$ cat config.mk
export PLATFORM = sky130hd
export DESIGN_NAME = fdl_mac
export DESIGN_NICKNAME = d
export VERILOG_FILES = /design/src/rtl/core/fdl_pkg.sv /design/src/rtl/core/fdl_mac.sv
export SDC_FILE = /design/constraint.sdc
export NUM_CORES = 2
export LEC_CHECK = 0
export ABC_AREA = 1
export BUFFER_PORTS_ARGS = -buffer_cell sky130_fd_sc_hd__buf_2
export CORE_MARGIN = 4
export CORE_UTILIZATION = 60
export CTS_CLUSTER_DIAMETER = 60
export DETAILED_ROUTE_END_ITERATION = 8
export GPL_ROUTABILITY_DRIVEN = 0
export PLACE_DENSITY = 0.83
export SLEW_MARGIN = 20
export SYNTH_ARGS = -nofsm -noshare
export SYNTH_HDL_FRONTEND = slang
export SYNTH_SLANG_ARGS = --single-unit
$ cat constraint.sdc
create_clock -name clk -period 9.41 [get_ports clk]
set_clock_uncertainty 0.1 [all_clocks]
set_input_delay 0.4705 -clock clk [delete_from_list [all_inputs] [get_ports clk]]
set_output_delay 0.4705 -clock clk [all_outputs]
set_load 0.1 [all_outputs]
$ cat src/rtl/core/fdl_pkg.sv
`timescale 1ns / 1ps
package fdl_pkg;

  localparam int SAMPLE_W  = 24;
  localparam int STEP_W    = 21;
  localparam int POS_W     = 28;
  localparam int FRAC_W    = 16;
  localparam int IPART_W   = POS_W - FRAC_W;
  localparam int LEN_W     = 13;
  localparam int MAX_LEN   = 4096;
  localparam int LEN_RESET = 4096;
  localparam int COEF_FRAC = 24;
  localparam int WORK_FRAC = 32;
  localparam int COEF_W    = 28;
  localparam int ACC_W     = COEF_W + SAMPLE_W + 3;

  localparam longint SAT_MAX = 64'sd8388607;
  localparam longint SAT_MIN = -64'sd8388608;

  typedef struct packed {
    logic clear;
    logic en;
  } mac_ctrl_t;

endpackage

$ cat src/rtl/core/fdl_mac.sv
`timescale 1ns / 1ps
module fdl_mac
  import fdl_pkg::*;
(
  input  logic                       clk,
  input  logic                       rst,
  input  mac_ctrl_t                  ctrl,
  input  logic signed [COEF_W-1:0]   coef,
  input  logic signed [SAMPLE_W-1:0] sample,
  output logic                       busy,
  output logic signed [SAMPLE_W-1:0] result
);

  localparam int PROD_W = COEF_W + SAMPLE_W;

  logic signed [PROD_W-1:0] prod;
  logic                     prod_valid;
  logic signed [ACC_W-1:0]  acc;
  logic signed [ACC_W:0]    rnd;
  logic signed [ACC_W:0]    shifted;

  always_ff @(posedge clk) begin
    if (rst) begin
      prod_valid <= 1'b0;
    end else begin
      prod_valid <= ctrl.en;
    end
  end

  always_ff @(posedge clk) begin
    if (ctrl.en) begin
      prod <= coef * sample;
    end
    if (ctrl.clear) begin
      acc <= '0;
    end else if (prod_valid) begin
      acc <= acc + ACC_W'(prod);
    end
  end

  // round half up at the coefficient point, then saturate
  always_comb begin
    rnd     = $signed({acc[ACC_W-1], acc}) +
              $signed((ACC_W + 1)'(64'd1 << (COEF_FRAC - 1)));
    shifted = rnd >>> COEF_FRAC;
    if (shifted > $signed((ACC_W + 1)'(SAT_MAX))) begin
      result = SAMPLE_W'(SAT_MAX);
    end else if (shifted < $signed((ACC_W + 1)'(SAT_MIN))) begin
      result = SAMPLE_W'(SAT_MIN);
    end else begin
      result = shifted[SAMPLE_W-1:0];
    end
  end

  assign busy = prod_valid;

endmodule

======== Yosys cells after proc, flatten, opt, wreduce, memory -nomap -nowiden ========
Cells that the tools add are included.
storage, ports and cells
  register bits after elaboration ......... 108
  bits of input ports ..................... 56
  output and inout port bits .............. 25
cells by class
  $add $sub $neg .......................... 2
  $mul .................................... 1
  magnitude comparators ................... 2
  muxes and demuxes ....................... 2
operators with widths
  kind                                                   number
  adder 55 x 25 -> 56 bit (second input constant)        1
  adder 55 x 52 -> 55 bit                                1
  multiplier 28 x 24 -> 52 bit                           1
  2-to-1 mux 24 bit                                      2
  > comparator 32 x 24 -> 1 bit (second input constant)  1
  < comparator 32 x 24 -> 1 bit (second input constant)  1

======== Logic depth before layout (Yosys ltp) ========
  depth in word-level cells ............... 4
  gate-level depth with buffers ........... 30
  mapped depth without buffers ............ 27

======== Least setup slack after synthesis ========
OpenSTA, ideal clock, no wires.
  path type ............................... input-to-reg
  from .................................... input port sample[1]
  to ...................................... register prod[44], data pin
  arrival time ............................ 6.667 ns
  slack ................................... 2.390 ns
  cell stages on the path ................. 22
  cell sequence ........................... clkbuf_1 -> buf_1 -> nand2_1 -> inv_1 -> fa_1 -> inv_1 -> fa_1 -> fa_1 -> inv_1 -> fa_1 -> fa_1 -> fa_1 -> fa_1 -> ha_1 -> nand2_1 -> nor2_1 -> inv_1 -> nor2_1 -> and3_1 -> or3b_2 -> nand4_1 -> nand2_1
between the ends
  word-level cells in the longest chain between the ends .. 1
RTL lines
  what                          RTL line       source
  from (decl)                   fdl_mac.sv:9   input logic signed [SAMPLE_W-1:0] sample,
  multiplier 28 x 24 -> 52 bit  fdl_mac.sv:32  prod <= coef * sample;
  to (signal assigned)          fdl_mac.sv:32
  to (decl)                     fdl_mac.sv:16  logic signed [PROD_W-1:0] prod;
Every way passes these cells.
A chain may end at the register's enable or synchronous reset.

======== Worst setup path in the final report ========
  from .................................... input port sample[9]
  to ...................................... register prod[51], data pin
The elaborated chain is that of the path after synthesis.

==> out/results.tsv <==
metric	value	unit
outcome	finished clean	
io_buffers	80	
finalSetupTns	0	ps
cts_tree	yes	
slew_headroom	0.290	
synth_area_leader_cell	fa_1	
root_buffer	clkbuf_16	
required	9440	ps
synth_area	34500	µm²
route.detailed.drc	0	
syn_avg_cell_area	7.30	µm²
finalSetupViolCount	0	
synth_most_common_cell	inv_1	
critPathKind	in2reg	
nets	5626	
diodes	0	
slew_viol_final	0	
ios	81	
startpoint_type	input port	
worstSetupStartpoint	sample[9]	
cts_post_setup_buffers_inserted	0	
syn_to_final_growth	3.23	%
via_per_inst	5.43	
crit_chain	buf_2 > nand2_1 > fa_1 > inv_1 > fa_1 > inv_1 > fa_1 > inv_1 > fa_1 > fa_1 > fa_1 > inv_1 > fa_1 > inv_1 > ha_1 > inv_1 > nor3_1 > nand2_1 > nor2_1 > nand3_1 > nand3_1 > nand2_1 > inv_1 > nor2_1	
track_usage	0.321	
die_w	248	µm
r2r_start	acc[0]	
hold_class	in2reg	
critPathSlowestCell	fa_1	
yosysSeqAreaShare	0.0777	
synth_seq_cells	108	
fp-row-count	87	
grt_pass1_vias	30748	
die_area	61400	µm²
num_vias	29552	
slowest_delay	740	ps
die_y	248	µm
whs_path_depth	2	
dpl.hpwl	78.6	mm
synth_ff_type	dfxtp_1	
postCtsResizedCells	0	
netlist_instances	4726	
fmax	137	MHz
synth-async-reset-ratio	0	
detail-route-antenna-nets	0	
fill_cells	4856	
routed_wl	95.0	mm
htree_levels	3	
worstMarginPinSlew	1060	ps
floorplan.initialDensity	0.608	
hold_viol	0	
synth_nets	5675	
synthTopCellsByCount	inv_1 (1,369), nand2_1 (1,254), fa_1 (696)	
synth_cell_types	42	
r2r_end	acc[48]	
clk_pin_slew	80	ps
core_area	56700	µm²
crit_fanout	28	
min_to	busy	
max_cap_viol_count	0	
clockBufferDepth	2	
crit_path_end_kind	flip-flop	
grt_pass1_wl	156	mm
yosysTopAreaCellShare	0.404	
grt_max_degree	68	
hold_buffers	0	
synthTopCellsByArea	fa_1 (40%), inv_1 (15%), nand2_1 (14%)	
ff_latch_area	2680	µm²
clk_latency	370	ps
fin_crit	7310	ps
ys_warn_count	0	
drive_above_1_share	0.0297	
antenna_found_initial	0	
cts.sinks	108	
arrival	7330	ps
period_share	0.776	
wl_per_cell	17.5	µm
numCtsBuffers	9	
drt_iter0_drc	2774	
grt-ovfl-total	0	
hp-start	rst	
r2r_cells	14	
multi_input_area	26100	µm²
dr.pass1.iters	8	
rsz0062_at_grt	no	
r2r_slack	6420	ps
synth_edf_count	52	
## metrics by stage
step | std cells | instance area (µm²) | setup WS, ps | utilization | hold WS (ps)
after CTS | 5438 | 35600 | 2200 | 0.628 | 133
after global routing | 5438 | 35600 | 1730 | 0.628 | 131
after floorplan | 4726 | 34500 | 2390 | - | 345
final | 5438 | 35600 | 2100 | 0.628 | 141
after global placement | 5422 | 35300 | 1910 | 0.623 | 353
after detailed placement | 5422 | 35300 | 1770 | 0.623 | 361
## placed cells by master, fill, tap and decap left out, types with 3 or more instances in the layout
cell type,instances
clkinv_1,3
xor2_1,76
xnor2_1,26
or2_2,7
nand3_1,112
dfxtp_1,55
a31oi_1,10
o21ai_0,108
fa_1,696
inv_2,3
edfxtp_1,52
nor3_2,3
nor2_2,7
a21o_1,13
o21bai_1,28
inv_1,1369
buf_2,80
nand2_2,7
clkbuf_16,9
nand4_1,22
nor2_1,325
a21oi_1,152
nor3_1,28
nor4_1,7
ha_1,197
buf_4,9
nand2_1,1254
## cell type report
type / count / share of cell area
clock inverters: 7 / 0.00162
inverters: 1374 / 0.145
well taps: 756 / 0.0266
multi-input cells: 3095 / 0.732
repair buffers: 89 / 0.0131
clock buffers: 9 / 0.00632
flip-flops and latches: 108 / 0.0753
## worst max-delay path, delay by kind of cell
kind	cells	cell delay, ps
adder cells (fa/ha/maj)	8	4450
buffers and inverters	8	1270
AND/OR/NAND/NOR	8	1110
## state kept, by name (all words and copies together) (netlist names)
register and cells:
busy 1, acc 55, prod 52
## worst max path at each step
stage | to | depth (start not counted)
floorplan | prod[44] | 22
global placement | prod[48] | 22
detailed placement | prod[51] | 24
CTS | prod[51] | 24
global route | prod[50] | 22
finish | prod[51] | 24
## logic make-up (layout without fill, tap and decap cells)
logic type                 after synthesis  in the layout  synth area share
buffers and inverters                 1523           1479             0.166
AOI/OAI and AO/OA                      317            317            0.0500
DFF                                    108            108            0.0777
xor gates and xnor gates               102            102            0.0259
adders and majority gates              893            893             0.475
and+or+nand+nor                       1783           1783             0.205
## per-layer routing
layer | GRT usage | wire (µm) | vias to the layer above
met5 | 0 | 0 | -
met4 | 0.136 | 5100 | 0
met3 | 0.0633 | 10300 | 393
met2 | 0.525 | 43400 | 1619
met1 | 0.421 | 36200 | 14105
li1 | - | - | 13435
Power is left out: the tool's default activity adds up to more than one toggle a clock period on the data nets, which glitch-free logic cannot reach.
