===== src/rtl/core/fdl_pkg.sv =====
`timescale 1ns / 1ps
package fdl_pkg;

  localparam int SAMPLE_W  = 24;
  localparam int STEP_W    = 21;
  localparam int POS_W     = 28;
  localparam int FRAC_W    = 16;
  localparam int IPART_W   = POS_W - FRAC_W;
  localparam int LEN_W     = 13;
  localparam int MAX_LEN   = 4096;
  localparam int LEN_RESET = 4096;
  localparam int COEF_FRAC = 24;
  localparam int WORK_FRAC = 32;
  localparam int COEF_W    = 28;
  localparam int ACC_W     = COEF_W + SAMPLE_W + 3;

  localparam longint SAT_MAX = 64'sd8388607;
  localparam longint SAT_MIN = -64'sd8388608;

  typedef struct packed {
    logic clear;
    logic en;
  } mac_ctrl_t;

endpackage


===== src/rtl/core/fdl_rem.sv =====
`timescale 1ns / 1ps
module fdl_rem
  import fdl_pkg::*;
(
  input  logic             clk,
  input  logic             rst,
  input  logic             start,
  input  logic [LEN_W-1:0] dividend,
  input  logic [LEN_W-1:0] divisor,
  output logic             busy,
  output logic [LEN_W-1:0] remainder
);

  localparam int CNT_W = $clog2(LEN_W);

  logic [LEN_W-1:0] quo_sh;
  logic [LEN_W-1:0] divisor_r;
  logic [LEN_W-1:0] rem;
  logic [LEN_W-1:0] rem_next;
  logic [LEN_W:0]   trial;
  logic [CNT_W-1:0] cnt;

  always_comb begin
    trial = {rem, quo_sh[LEN_W-1]};
    if (trial >= {1'b0, divisor_r}) begin
      rem_next = LEN_W'(trial - {1'b0, divisor_r});
    end else begin
      rem_next = LEN_W'(trial);
    end
  end

  always_ff @(posedge clk) begin
    if (rst) begin
      busy <= 1'b0;
      cnt  <= '0;
    end else if (start) begin
      busy <= 1'b1;
      cnt  <= '0;
    end else if (busy) begin
      cnt <= cnt + CNT_W'(1);
      if (cnt == CNT_W'(LEN_W - 1)) begin
        busy <= 1'b0;
      end
    end
  end

  // one quotient bit per cycle, restoring
  always_ff @(posedge clk) begin
    if (start) begin
      quo_sh    <= dividend;
      divisor_r <= divisor;
      rem       <= '0;
    end else if (busy) begin
      quo_sh <= quo_sh << 1;
      rem    <= rem_next;
    end
  end

  assign remainder = rem;

endmodule


===== config.mk =====
export PLATFORM = sky130hd
export DESIGN_NAME = fdl_rem
export DESIGN_NICKNAME = d
export VERILOG_FILES = /design/src/rtl/core/fdl_pkg.sv /design/src/rtl/core/fdl_rem.sv
export SDC_FILE = /design/constraint.sdc
export NUM_CORES = 1
export LEC_CHECK = 0
export BUFFER_PORTS_ARGS = -buffer_cell sky130_fd_sc_hd__buf_2
export CAP_MARGIN = 5
export CORE_MARGIN = 5
export CORE_UTILIZATION = 56
export DETAILED_ROUTE_END_ITERATION = 7
export PLACE_DENSITY = 0.8
export SYNTH_ARGS = -nofsm -noshare
export SYNTH_HDL_FRONTEND = slang
export SYNTH_SLANG_ARGS = --single-unit

===== constraint.sdc =====
create_clock -name clk -period 3.1 [get_ports clk]
set_input_delay 0.465 -clock clk [delete_from_list [all_inputs] [get_ports clk]]
set_output_delay 0.465 -clock clk [all_outputs]
set_load 0.02 [all_outputs]

After elaboration in Yosys (flattened, before gate mapping)
Index checks and enable logic that the tools add are counted.

Add/subtract/negate cells: 2. $lt $le $gt $ge: 1. Equality and inequality tests: 1. Mux-type cells: 6. Reductions and logical operators: 2.

Operators with widths (count): two-way mux 13 bit (3); greater-or-equal comparator 14 x 13 -> 1 bit (1); subtractor 13 bit (1); adder 4 x 1 -> 4 bit (second input constant) (1); == test 4 bit (second input constant) (1); two-way mux 1 bit (3); nonzero test 2 bit (1); OR reduction 2 bit (1).

Register bits after elaboration: 44. Input bits: 29. Output and inout port bits: 14. Word-level logic and storage cells: 17.

Logic depth before layout (Yosys ltp)
Depth in word-level cells: 4. Gate-level depth with buffers: 10. Depth with buffers taken out: 9.

Worst setup path before layout
No wires, ideal clock.

Kind: reg-to-reg. Start: register rem[0], in the netlist remainder[0]. End: register rem[11], in the netlist remainder[11]. Setup time: 62 ps. Arrival time: 2352 ps. Data required time: 3038 ps. Path slack: 686 ps. Stages on the path, launching flop included: 9. Buffers on the path: 0. Period minus slack after synthesis: 2414 ps. Path through: dfxtp_1 -> inv_1 -> fa_1 -> and2b_1 -> o21ai_4 -> a311oi_4 -> a2111oi_4 -> or4b_1 -> nand3_1.

Cells in the longest elaborated chain, start to end: 2. Elaborated cells between the ends (all ways): 3. Classes of those cells: add/sub (1); order compare (1); mux (1).

RTL lines: start, declared (RTL line fdl_rem.sv:18) `logic [LEN_W-1:0] rem;`; start signal, assigned (RTL line fdl_rem.sv:55) `rem <= rem_next;`; subtractor 13 bit / greater-or-equal comparator 14 x 13 -> 1 bit (equally long branches) (RTL line fdl_rem.sv:26, fdl_rem.sv:25); two-way mux 13 bit * (RTL line fdl_rem.sv:25) `if (trial >= {1'b0, divisor_r}) begin`.

Every way passes the cells marked *; elsewhere a longest branch is shown, timed or not. A chain may end at the register's enable or synchronous reset.

Worst setup path after layout
Start: register quo_sh[12]. End: register rem[11], in the netlist remainder[11].

Cells in the longest elaborated chain, start to end: 2. Elaborated cells between the ends (all ways): 3. Classes of those cells: add/sub (1); order compare (1); mux (1).

RTL lines: start, declared (RTL line fdl_rem.sv:16) `logic [LEN_W-1:0] quo_sh;`; start signal, assigned (RTL line fdl_rem.sv:50) `quo_sh <= dividend;`; start signal, assigned (RTL line fdl_rem.sv:54) `quo_sh <= quo_sh << 1;`; subtractor 13 bit / greater-or-equal comparator 14 x 13 -> 1 bit (equally long branches) (RTL line fdl_rem.sv:26, fdl_rem.sv:25); two-way mux 13 bit * (RTL line fdl_rem.sv:25).

Marks and branches as above.

==> out/qor.csv <==
metric,value,unit
tns,0,ps
synth_fp_nets,273,
first_pass_iters,4,
die_area,6003,um^2
ctsRootBufferMaster,clkbuf_8,
reg2reg_from,quo_sh[12],
wire_per_inst,15.13,um
yosysTopAreaCellShare,30.62,%
portBuffers,42,
cellLeakagePower,1.243,nW
timing.final.crit_period,2729,ps
layout.nets,317,
hold_buffers,0,
insertion_delay,310,ps
netlist_area,2550,um^2
grt_pass1_wl,8473,um
rsz0062_at_grt,false,
worstSetupStartpoint,quo_sh[12],
grtUsageMet1,22.08,%
timing.rr.end,remainder[11],
initial_core_util,58.16,%
grt_util_met3,5.208,%
core.rowCount,24,
route.vias.total,1819,
cp.arrival,2980,ps
grtUsageTotal,17.50,%
worstPathMaxFanout,7,
die_w,77.48,um
grt_antenna_before_repair,0,
synth-async-reset-ratio,0,%
routed_via_density,5.597,
finalSetupViolCount,0,
synth_ff_type,edfxtp_1,
drtAntennaViolNets,0,
drv_cap,0,
post_cts_resized,0,
cts_buffer_depth,2,
cts_buffers,5,
synth-seq-cells,44,
critPathKind,register to register,
cts.clk_slew.worst_paths,90,ps
drt_iter0_drc,51,
crit_path_end,remainder[11],
min_period_over_period,88.04,%
synth_cell_types,55,
worst_pin_slew,593.5,ps
synthToLayoutAreaGrowth,13.59,%
fp.dieH,77.48,um
synth-seq-area-share,44.75,%
ys_warn_count,0,
finalHoldViolCount,0,
synthTopCellsByArea,"edfxtp_1 (31%), dfxtp_1 (14%), ha_1 (7.4%)",
cellPowerDensity,512.2,nW/um^2
io_pins,43,
hold_class,input port to register,
globalplace.congestion,0.8682,
grt_max_degree,32,
finalHoldWorstSlack,323.9,ps
start_kind,register,
grt_pass1_vias,1840,
grt_overflow,0,
cts_tree,yes,
slew_headroom,59.92,%
mostFrequentLayoutCell,buf_2,
finClkSkew,7.276,ps
drcViolationCount,0,
end_kind,register,
core_area,4384,um^2
h-tree-depth,2,
syn_inst,228,
ir_drop,314.8,uV
worstPathRequired,3350,ps
outcome,finished clean,
wl,4918,um
postCtsSetupBuffers,0,
max_freq,366.4,MHz
synth-edff-count,26,
r2r_cells,10,
clock-sinks,44,
busiest_layer,met2,
r2r_setup_slack,370,ps
layout_common_cells,"buf_2 (42), edfxtp_1 (26), inv_1 (20)",
slew_violations,0,
grt_util_met2,28.70,%
drive_gt1_share,30.40,%
synth.largest_area_cell,edfxtp_1,
n_antenna_cell,0,
avgSynthCellArea,11.18,um^2
dp_hpwl,3585,um
-- synth_stat cells, drive strengths merged, types with 3 or more instances --
| library cell | n |
|---|---|
| a211oi | 5 |
| a21oi | 8 |
| a311oi | 6 |
| a32oi | 3 |
| and2 | 3 |
| and3 | 4 |
| buf | 4 |
| clkbuf | 4 |
| dfxtp | 18 |
| edfxtp | 26 |
| ha | 15 |
| inv | 20 |
| mux2 | 13 |
| mux2i | 5 |
| nand2 | 17 |
| nand2b | 4 |
| nand3 | 6 |
| nand4 | 4 |
| nor2 | 17 |
| nor3 | 5 |
| nor4 | 3 |
| o21ai | 5 |
| xnor2 | 5 |
| xor2 | 5 |
-- report_power, final --
| group | internal (mW) | leakage (nW) | switching (mW) |
|---|---|---|---|
| Sequential | 0.670 | 0.406 | 0.0232 |
| Combinational | 0.145 | 0.781 | 0.194 |
| Clock | 0.239 | 0.0558 | 0.213 |
-- final cells by class --
cell class,instances,area (um^2)
clock buffer,5,68.82
tap,52,65.06
sequential,44,1141
inverter,21,78.83
multi-input combinational,155,1267
clock inverter,3,42.54
fill,360,1488
timing repair buffer,45,232.7
-- state kept, by name, indices dropped and copies added (netlist names) --
| name | count |
|---|---|
| divisor_r | 13 |
| quo_sh | 13 |
| remainder | 13 |
| cnt | 4 |
| busy | 1 |
-- cells by family after synthesis --
| kind of cell | Yosys count | synth area share [%] |
|---|---|---|
| adders and majority gates | 16 | 8.145 |
| muxes | 18 | 7.704 |
| DFF | 44 | 44.75 |
| and+or+nand+nor | 68 | 14.03 |
| AOI/OAI and AO/OA | 43 | 16.39 |
| buffers and inverters | 29 | 5.544 |
| xor gates and xnor gates | 10 | 3.435 |
-- worst min path at each step --
stage	startpoint	endpoint	slack (ps)	cells after the start
2_1_floorplan	cnt[3]	busy	510	3
3_3_place_gp	remainder[7]	remainder[7]	520	2
3_5_place_dp	remainder[7]	remainder[7]	510	2
4_1_cts	divisor[12]	divisor_r[12]	320	1
5_1_grt	divisor[8]	divisor_r[8]	310	1
6_report	divisor[12]	divisor_r[12]	320	1
-- per-layer routing --
layer | vias up | share of wire [%]
met4 | 0 | 1.3
met5 | - | 0
met1 | 843 | 46
li1 | 929 | -
met3 | 6 | 5.7
met2 | 41 | 47
-- worst max-delay path, stage by stage (launching register included) --
cell	delay [ps]
edfxtp_1	380
inv_1	50
ha_1	220
fa_1	410
and2b_1	280
o21ai_4	90
a311oi_4	320
a2111oi_4	140
buf_4	210
or4b_1	510
nand3_1	70
-- per-stage QoR --
| step | std cells | instance area (um^2) | total power [mW] | util (%) | setup slack [ps] |
|---|---|---|---|---|---|
| CTS | 325 | 2897 | 1.492 | 66.07 | 352.0 |
| global placement | 317 | 2785 | 1.034 | 63.53 | 480.8 |
| detailed placement | 317 | 2785 | 1.045 | 63.53 | 383.2 |
| finish | 325 | 2897 | 1.484 | 66.07 | 370.7 |
| floorplan | 228 | 2550 | 0.9628 | - | 686.4 |
| global route | 325 | 2897 | 1.563 | 66.07 | 169.7 |
No activity file was read; power rests on OpenSTA's default activity.
